### src/urs_pkg.sv
// Shared types and constants for the unbiased range sampler.
package urs_pkg;

  localparam int unsigned WordW = 64;
  localparam int unsigned IdxW  = 8;

  localparam logic [IdxW-1:0] RegBoundLow  = 8'd0;
  localparam logic [IdxW-1:0] RegBoundHigh = 8'd1;

  localparam logic [WordW-1:0] AllOnes = {WordW{1'b1}};

  // Derived interval settings handed from the config unit to the datapath.
  typedef struct packed {
    logic [WordW-1:0] low;
    logic [WordW-1:0] span;
    logic [WordW-1:0] limit;
    logic             degen;
    logic             full;
    logic             busy;
  } cfg_t;

endpackage

### src/urs_config.sv
// Bound registers and the serial divider that derives the rejection limit.
module urs_config
  import urs_pkg::*;
(
  input  logic            clk,
  input  logic            rst,
  input  logic            cfg_valid,
  input  logic [IdxW-1:0] cfg_index,
  input  logic [63:0]     cfg_data,
  output cfg_t            cfg
);

  logic [63:0] bound_low;
  logic [63:0] bound_high;
  logic [63:0] span;
  logic [63:0] rem;
  logic [63:0] limit;
  logic [5:0]  cnt;
  logic        start;
  logic        run;
  logic [64:0] trial;
  logic [64:0] diff;

  always_comb begin
    trial = {rem, 1'b1};
    diff  = trial - {1'b0, span};
  end

  always_ff @(posedge clk) begin
    if (rst) begin
      bound_low  <= '0;
      bound_high <= '0;
      start      <= 1'b0;
      run        <= 1'b0;
      cnt        <= '0;
    end else begin
      start <= 1'b0;
      if (cfg_valid) begin
        if (cfg_index == RegBoundLow) begin
          bound_low <= cfg_data;
        end else if (cfg_index == RegBoundHigh) begin
          bound_high <= cfg_data;
        end
        start <= 1'b1;
        run   <= 1'b0;
      end else if (start) begin
        run <= 1'b1;
        cnt <= '0;
      end else if (run) begin
        cnt <= cnt + 6'd1;
        if (cnt == 6'd63) begin
          run <= 1'b0;
        end
      end
    end
  end

  // Remainder of all-ones by span, one bit per cycle.
  always_ff @(posedge clk) begin
    if (start) begin
      span <= bound_high - bound_low + 64'd1;
      rem  <= '0;
    end else if (run) begin
      if (!diff[64]) begin
        rem <= diff[63:0];
      end else begin
        rem <= trial[63:0];
      end
      if (cnt == 6'd63) begin
        limit <= AllOnes - (diff[64] ? trial[63:0] : diff[63:0]);
      end
    end
  end

  always_comb begin
    cfg.low   = bound_low;
    cfg.span  = span;
    cfg.limit = limit;
    cfg.degen = ($signed(bound_low) >= $signed(bound_high));
    cfg.full  = (span == '0);
    cfg.busy  = start | run | cfg_valid;
  end

endmodule

### config.mk
export PLATFORM = sky130hd
export DESIGN_NAME = urs_config
export DESIGN_NICKNAME = d
export VERILOG_FILES = /design/src/urs_pkg.sv /design/src/urs_config.sv
export SDC_FILE = /design/constraint.sdc
export NUM_CORES = 1
export LEC_CHECK = 0
export CORE_MARGIN = 3
export CORE_UTILIZATION = 30
export CTS_CLUSTER_DIAMETER = 200
export DETAILED_ROUTE_END_ITERATION = 8
export DONT_BUFFER_PORTS = 1
export PLACE_DENSITY_LB_ADDON = 0.15
export SYNTH_ARGS = -nofsm -noshare
export SYNTH_HDL_FRONTEND = slang
export SYNTH_SLANG_ARGS = --single-unit
### constraint.sdc
create_clock -name clk -period 7 [get_ports clk]
set_input_delay 1.4 -clock clk [delete_from_list [all_inputs] [get_ports clk]]
set_output_delay 1.4 -clock clk [all_outputs]
set_load 0.02 [all_outputs]
==> results of run 1 <==
[path summary, 6_finish.rpt]
path	to	slack, ns	cells past startpoint
max	cfg[2]	1.85	12
min	bound_high[1]$_SDFFE_PP0P_	0.45	2
max reg2reg	rem[27]$_SDFFE_PP0P_	2.22	12
min reg2reg	bound_high[1]$_SDFFE_PP0P_	0.45	2
[per-layer routing]
| layer | wire length [µm] | vias up | GRT usage [%] |
|---|---|---|---|
| met4 | 1852 | 0 | 4.849 |
| li1 | - | 8927 | - |
| met3 | 3383 | 81 | 3.364 |
| met2 | 32000 | 343 | 29.00 |
| met1 | 34430 | 8622 | 25.25 |
| met5 | 0 | - | 0 |
[worst min-delay path, stage by stage, from the launching register on]
cell and delay [ns]:
dfxtp_1 0.31, nand2_1 0.05, a21oi_1 0.05
[where the power goes]
group / switching (µW) / total, µW / internal, µW
clock network: 867 / 2230 / 1370
logic: 770 / 1270 / 495
registers: 131 / 2260 / 2130
total: 1770 / 5750 / 3990
[metrics by stage]
stage | instance area [µm²] | total power (µW) | hold WS, ns | utilization (%) | setup slack [ns]
after floorplan | 22030 | 3232 | 0.4363 | - | 2.935
after global placement | 22800 | 3550 | 0.4441 | 31.63 | 2.333
after detailed placement | 22800 | 3564 | 0.4440 | 31.63 | 2.200
after CTS | 24220 | 5848 | 0.4526 | 33.59 | 1.680
after global routing | 24220 | 6056 | 0.4668 | 33.59 | 1.623
final | 24220 | 5755 | 0.4533 | 33.59 | 1.849
[state kept, by name (all words and copies together), names as in the netlist]
register	count
cnt	6
bound_low	64
start	1
limit	64
run	1
bound_high	64
span	64
rem	64
[Yosys cell counts, types with 13 or more instances]
master      n  share of area [%]
nor4_1     27               0.77
o21ai_1    15               0.34
a21oi_1   284                6.5
nor3_1     17               0.39
o21a_1     23               0.78
nor2_1    137                2.3
nand2_1   363                6.2
o21bai_1   34                1.2
clkbuf_1  114                1.9
nand4_1    64                1.8
and3_1     16               0.45
xor2_1     47                1.9
edfxtp_1  128                 17
a21o_1     86                2.9
dfxtp_1   200                 18
nand2b_1   13               0.37
ha_1      245                 14
xnor2_1    83                3.3
a31oi_1    22               0.62
inv_1     229                3.9
o21ai_0    72                1.6
and2_1     15               0.43
a211oi_1   67                2.3
nand3_1    24               0.55
mux2i_1    58                2.6
[cell type report]
type | instances | share of cell area [%]
clock inverters | 22 | 0.9970
repair buffers | 11 | 0.3409
flip-flops and latches | 328 | 32.43
well taps | 950 | 4.908
multi-input cells | 1881 | 52.91
clock buffers | 53 | 4.851
inverters | 230 | 3.564
[kinds of logic (layout without fill, tap and decap cells)]
family	Yosys count	count (layout)	synth area share, %
XOR/XNOR	131	131	5.293
multiplexers	59	59	2.686
flip-flops	328	328	35.62
buffers and inverters	360	316	6.276
AND/OR/NAND/NOR	721	721	14.76
AO/OA/AOI/OAI	712	712	20.76
adder cells (fa/ha/maj)	258	258	14.60
==> flow_summary.json, run 1 <==
{
  "rsz0062_at_grt": "no",
  "startpoint_type": "register",
  "avgSynthCellArea_um2": 8.575,
  "drive_gt1_share_pct": 4.634,
  "synth.net_count": 2891,
  "grt_overflow": 0,
  "clock.fmax_mhz": 194.1,
  "cts_buffers": 41,
  "portBuffers": 0,
  "via_per_inst": 5.172,
  "first_iter_violations": 975,
  "final_nets": 2815,
  "path_buf_inv": 1,
  "grt_pass1_wl_mm": 110.7,
  "crit_family": "compound AO/OA/AOI/OAI gates",
  "die_width_um": 277.0,
  "rows": 98,
  "gp_congestion": 0.8798,
  "postCtsSetupBuffers": 0,
  "cts.sinks": 328,
  "htreeDepth": 2,
  "synth_edf_count": 128,
  "worst_slew_pin_slew_ns": 1.085,
  "r2r_start": "span[6]$_DFFE_PP_",
  "vias": 17973,
  "drv_cap": 0,
  "slew_headroom_pct": 27.69,
  "seq_area_um2": 7855,
  "ir_drop_v": 0.0001745,
  "antenna_found_initial": 3,
  "synthFlopType": "dfxtp_1",
  "hold_path_class": "reg2reg",
  "die_area_um2": 76720,
  "crit_arrival_ns": 3.75,
  "path_clk_slew_ns": 0.06,
  "layout.cells.most_common": "nand2_1",
  "tns_ns": 0,
  "p_leak_uw": 0.009672,
  "setup_viol": 0,
  "route.detailed.drc": 0,
  "critPathKind": "reg2out",
  "critPathMaxFanout": 4,
  "multiInputGateArea_um2": 12810,
  "hp-start": "bound_high[1]$_SDFFE_PP0P_",
  "io_pins": 270,
  "synth_area_um2": 22030,
  "fin_cells": 3475,
  "wl_per_cell_um": 20.62,
  "tritoncts": "yes",
  "ys_seq_area_share_pct": 35.62,
  "synthCells": 2569,
  "filler_cell_count": 7564,
  "startpoint": "bound_low[57]$_SDFFE_PP0P_",
  "die_y_um": 277.0,
  "crit_chain": "inv_1 -> ha_1 -> a21o_1 -> a21o_1 -> a21o_1 -> a21o_1 -> a21o_1 -> a21o_1 -> a221o_1 -> a21oi_1 -> o21ai_0 -> mux2_2",
  "cts.repair.resized": 0,
  "clock_skew_ns": 0.02765,
  "hold_violations": 0,
  "hold_buffers": 0,
  "slew_viol_final": 0,
  "layout_common_cells": "nand2_1, a21oi_1, ha_1",
  "grt_pass1_vias": 17893,
  "post-route-min-period_ns": 5.151,
  "cpMostUsedCell": "a21o_1",
  "antenna_cells": 0,
  "syn_to_final_growth_pct": 9.945,
  "routed_wl_mm": 71.66,
  "grt_max_degree": 134,
  "place_hpwl_mm": 56.59,
  "ant_nets": 0,
  "cts_root_buffer": "clkbuf_16",
  "yosys_warnings": 0,
  "cp_slowest_cell": "dfxtp_1",
  "timing.final.crit_share_pct": 73.58,
  "p_per_area_nw_per_um2": 237.6,
  "ys_types": 90,
  "cp-end-kind": "primary output",
  "worst_path_largest_cell_delay_ns": 0.50,
  "dr.pass1.iters": 5,
  "track_usage_pct": 18.20,
  "clock_path_buffers": 3,
  "insertion_delay_ns": 0.57,
  "status": "complete, no violations",
  "core_area_um2": 72100,
  "start_util_pct": 30.55,
  "synth-seq-cells": 328,
  "dp.cells": 3400,
  "worstPathRequired_ns": 5.60,
  "async_flop_share_pct": 0
}
Power figures use the tool's default switching activity.
==> inputs of run 2 (changes only) <==
--- a/config.mk
+++ b/config.mk
@@ -5,6 +5,7 @@
 export SDC_FILE = /design/constraint.sdc
 export NUM_CORES = 1
 export LEC_CHECK = 0
+export ABC_AREA = 1
 export CORE_MARGIN = 3
 export CORE_UTILIZATION = 30
 export CTS_CLUSTER_DIAMETER = 200
==> constraint.sdc (replaced) <==
create_clock -name clk -period 5.1 [get_ports clk]
set_input_delay 1.02 -clock clk [delete_from_list [all_inputs] [get_ports clk]]
set_output_delay 1.02 -clock clk [all_outputs]
set_load 0.02 [all_outputs]
==> run 2 against run 1 <==
- design area up 20%
- cell count increased by 47%
- die area rose by 20%
- power is 18% higher
- critical path type unchanged
- critical endpoint unchanged
- core utilization fell by 0.19 points
- sequential cell count is the same
- count of clock-buffer cells in the layout rose by 4
- clock skew is 0.0037 ns higher
==> flow_summary.json, run 2 <==
{
  "critPathMaxFanout": 3,
  "hold_path_end": "rem[0]$_SDFFE_PP0P_",
  "drv_cap": 0,
  "place_hpwl_mm": 82.84,
  "r2r_start": "span[22]$_DFFE_PP_",
  "cts.sinks": 328,
  "yosysTopAreaCellShare_pct": 15.78,
  "die_area_um2": 91680,
  "synth.area.top_cells": "nand2_1, dfxtp_1, edfxtp_1, ha_1, inv_1",
  "drive_gt1_share_pct": 6.689,
  "io_pins": 270,
  "critPathKind": "reg2out",
  "status": "complete, no violations",
  "p_clk_share_pct": 45.7,
  "worst_slew_pin_slew_ns": 0.9997,
  "hold_slack_ns": 0.4693,
  "ir_drop_v": 0.0001813,
  "hold_violations": 0,
  "dr.pass1.iters": 5,
  "avgSynthCellArea_um2": 6.722,
  "core_area_um2": 87020,
  "track_usage_pct": 21.39,
  "syn_to_final_growth_pct": 10.00,
  "die_y_um": 302.8,
  "fin_cells": 5103,
  "hold_buffers": 0,
  "first_iter_violations": 1350,
  "clock.fmax_mhz": 239.8,
  "grt_overflow": 0,
  "synth-seq-cells": 328,
  "p_per_area_nw_per_um2": 234.1,
  "ys_types": 46,
  "p_seq_share_pct": 42.6,
  "wl_per_cell_um": 19.49,
  "insertion_delay_ns": 0.59,
  "ys_top_cells_by_count": "nand2_1, inv_1, nor2_1",
  "final_nets": 4237,
  "worstPathRequired_ns": 4.08,
  "post-route-min-period_ns": 4.171,
  "tritoncts": "yes",
  "portBuffers": 0,
  "synthFlopType": "dfxtp_1",
  "die_width_um": 302.8,
  "vias": 23955,
  "synth_top_area_cell": "nand2_1",
  "crit_arrival_ns": 3.15,
  "setup_viol": 0,
  "layout_common_cells": "nand2_1, inv_1, nor2_1",
  "yosys_warnings": 0,
  "intPower_uw": 4861,
  "htreeDepth": 2,
  "cp-end-kind": "primary output",
  "switching_share_pct": 28.57,
  "hold_path_class": "reg2reg",
  "synth.net_count": 4253,
  "grt_pass1_vias": 23615,
  "place_ws_ns": 1.411,
  "clock_skew_ns": 0.03138,
  "dp.cells": 5027,
  "clock_path_buffers": 3,
  "rsz0062_at_grt": "no",
  "synth_edf_count": 128,
  "reg2reg_slack_ns": 1.41,
  "cts.repair.resized": 0,
  "routed_wl_mm": 99.48,
  "gp_congestion": 0.9663,
  "finalWorstSetupSlack_ns": 0.9291,
  "antenna_found_initial": 1,
  "worst_hold_path.num_cells": 2,
  "layout.cells.most_common": "nand2_1",
  "cts_root_buffer": "clkbuf_16",
  "cts_buffers": 41,
  "ys_seq_area_share_pct": 29.70,
  "async_flop_share_pct": 0,
  "r2r_end": "rem[62]$_SDFFE_PP0P_",
  "rows": 108,
  "yosysMostFrequentCell": "nand2_1",
  "r2r_cells": 16,
  "route.detailed.drc": 0,
  "ant_nets": 0,
  "grt_max_degree": 129,
  "postCtsSetupBuffers": 0,
  "grt_pass1_wl_mm": 147.8,
  "slew_headroom_pct": 33.36,
  "hp-start": "rem[0]$_SDFFE_PP0P_",
  "start_util_pct": 30.37,
  "via_per_inst": 4.694,
  "combPwrFrac_pct": 11.7,
  "switchingPower_uw": 1944,
  "synth_area_um2": 26430,
  "slew_viol_final": 0,
  "timing.final.crit_share_pct": 81.78,
  "p_leak_uw": 0.01498,
  "tns_ns": 0,
  "startpoint_type": "register",
  "synthCells": 3931,
  "path_clk_slew_ns": 0.06
}
[run 2: power by group through the flow]
stage / Clock [µW] / Sequential, µW / Combinational (µW)
after detailed placement: 0 / 2960 / 790
after global routing: 3320 / 2910 / 878
after global placement: 0 / 2960 / 794
after CTS: 3210 / 2900 / 792
after floorplan: 0 / 2920 / 516
final: 3110 / 2900 / 793
[run 2: cell type report]
type	instances	area (µm²)
diodes	1	2.502
fillers	9710	57950
clock inverters	18	276.5
repair buffers	18	160.2
well taps	1155	1445
inverters	755	2836
clock buffers	57	1131
multi-input cells	2771	15370
flip-flops and latches	328	7851
[run 2: cells by family (layout without fill, tap and decap cells)]
kind of cell	after synthesis	after routing	synth area share (%)
buffers and inverters	832	848	12.28
AO/OA/AOI/OAI	501	501	10.18
flip-flops	328	328	29.70
AND/OR/NAND/NOR	1955	1955	33.84
adder cells (fa/ha/maj)	247	247	11.75
other	0	1	0
XOR/XNOR	68	68	2.254
[run 2: worst max-delay path, cell delays in order (launching register included)]
cell and delay, ns:
dfxtp_1 0.47, inv_1 0.10, ha_1 0.37, nand2_1 0.08, inv_1 0.08, nand3_1 0.06, nor3_1 0.29, nand2_1 0.19
nor4_1 0.42, nand2_1 0.13, nand3b_1 0.10, nand3_1 0.26
[run 2: through the flow]
step	area, µm²	utilization [%]	power (µW)
6_report	29070	33.40	6804
5_1_grt	29070	33.40	7100
4_1_cts	29070	33.40	6907
3_5_place_dp	27660	31.78	3749
3_3_place_gp	27660	31.78	3752
2_1_floorplan	26430	-	3432
[run 2: worst max path at each step]
| stage | start | endpoint | cells after the start |
|---|---|---|---|
| final | bound_low[62]$_SDFFE_PP0P_ | cfg[2] | 11 |
| after detailed placement | span[40]$_DFFE_PP_ | rem[62]$_SDFFE_PP0P_ | 16 |
| after global placement | bound_low[62]$_SDFFE_PP0P_ | cfg[2] | 12 |
| after floorplan | start$_SDFF_PP0_ | limit[0]$_DFFE_PP_ | 3 |
| after global routing | bound_low[62]$_SDFFE_PP0P_ | cfg[2] | 11 |
| after CTS | bound_low[62]$_SDFFE_PP0P_ | cfg[2] | 11 |
[run 2: layer usage]
metal,global-route usage (%),routed length [µm],up-vias
met2,36.29,46670,491
met5,0,0,-
li1,-,-,12408
met1,26.67,43360,10919
met3,4.615,5591,137
met4,7.669,3858,0
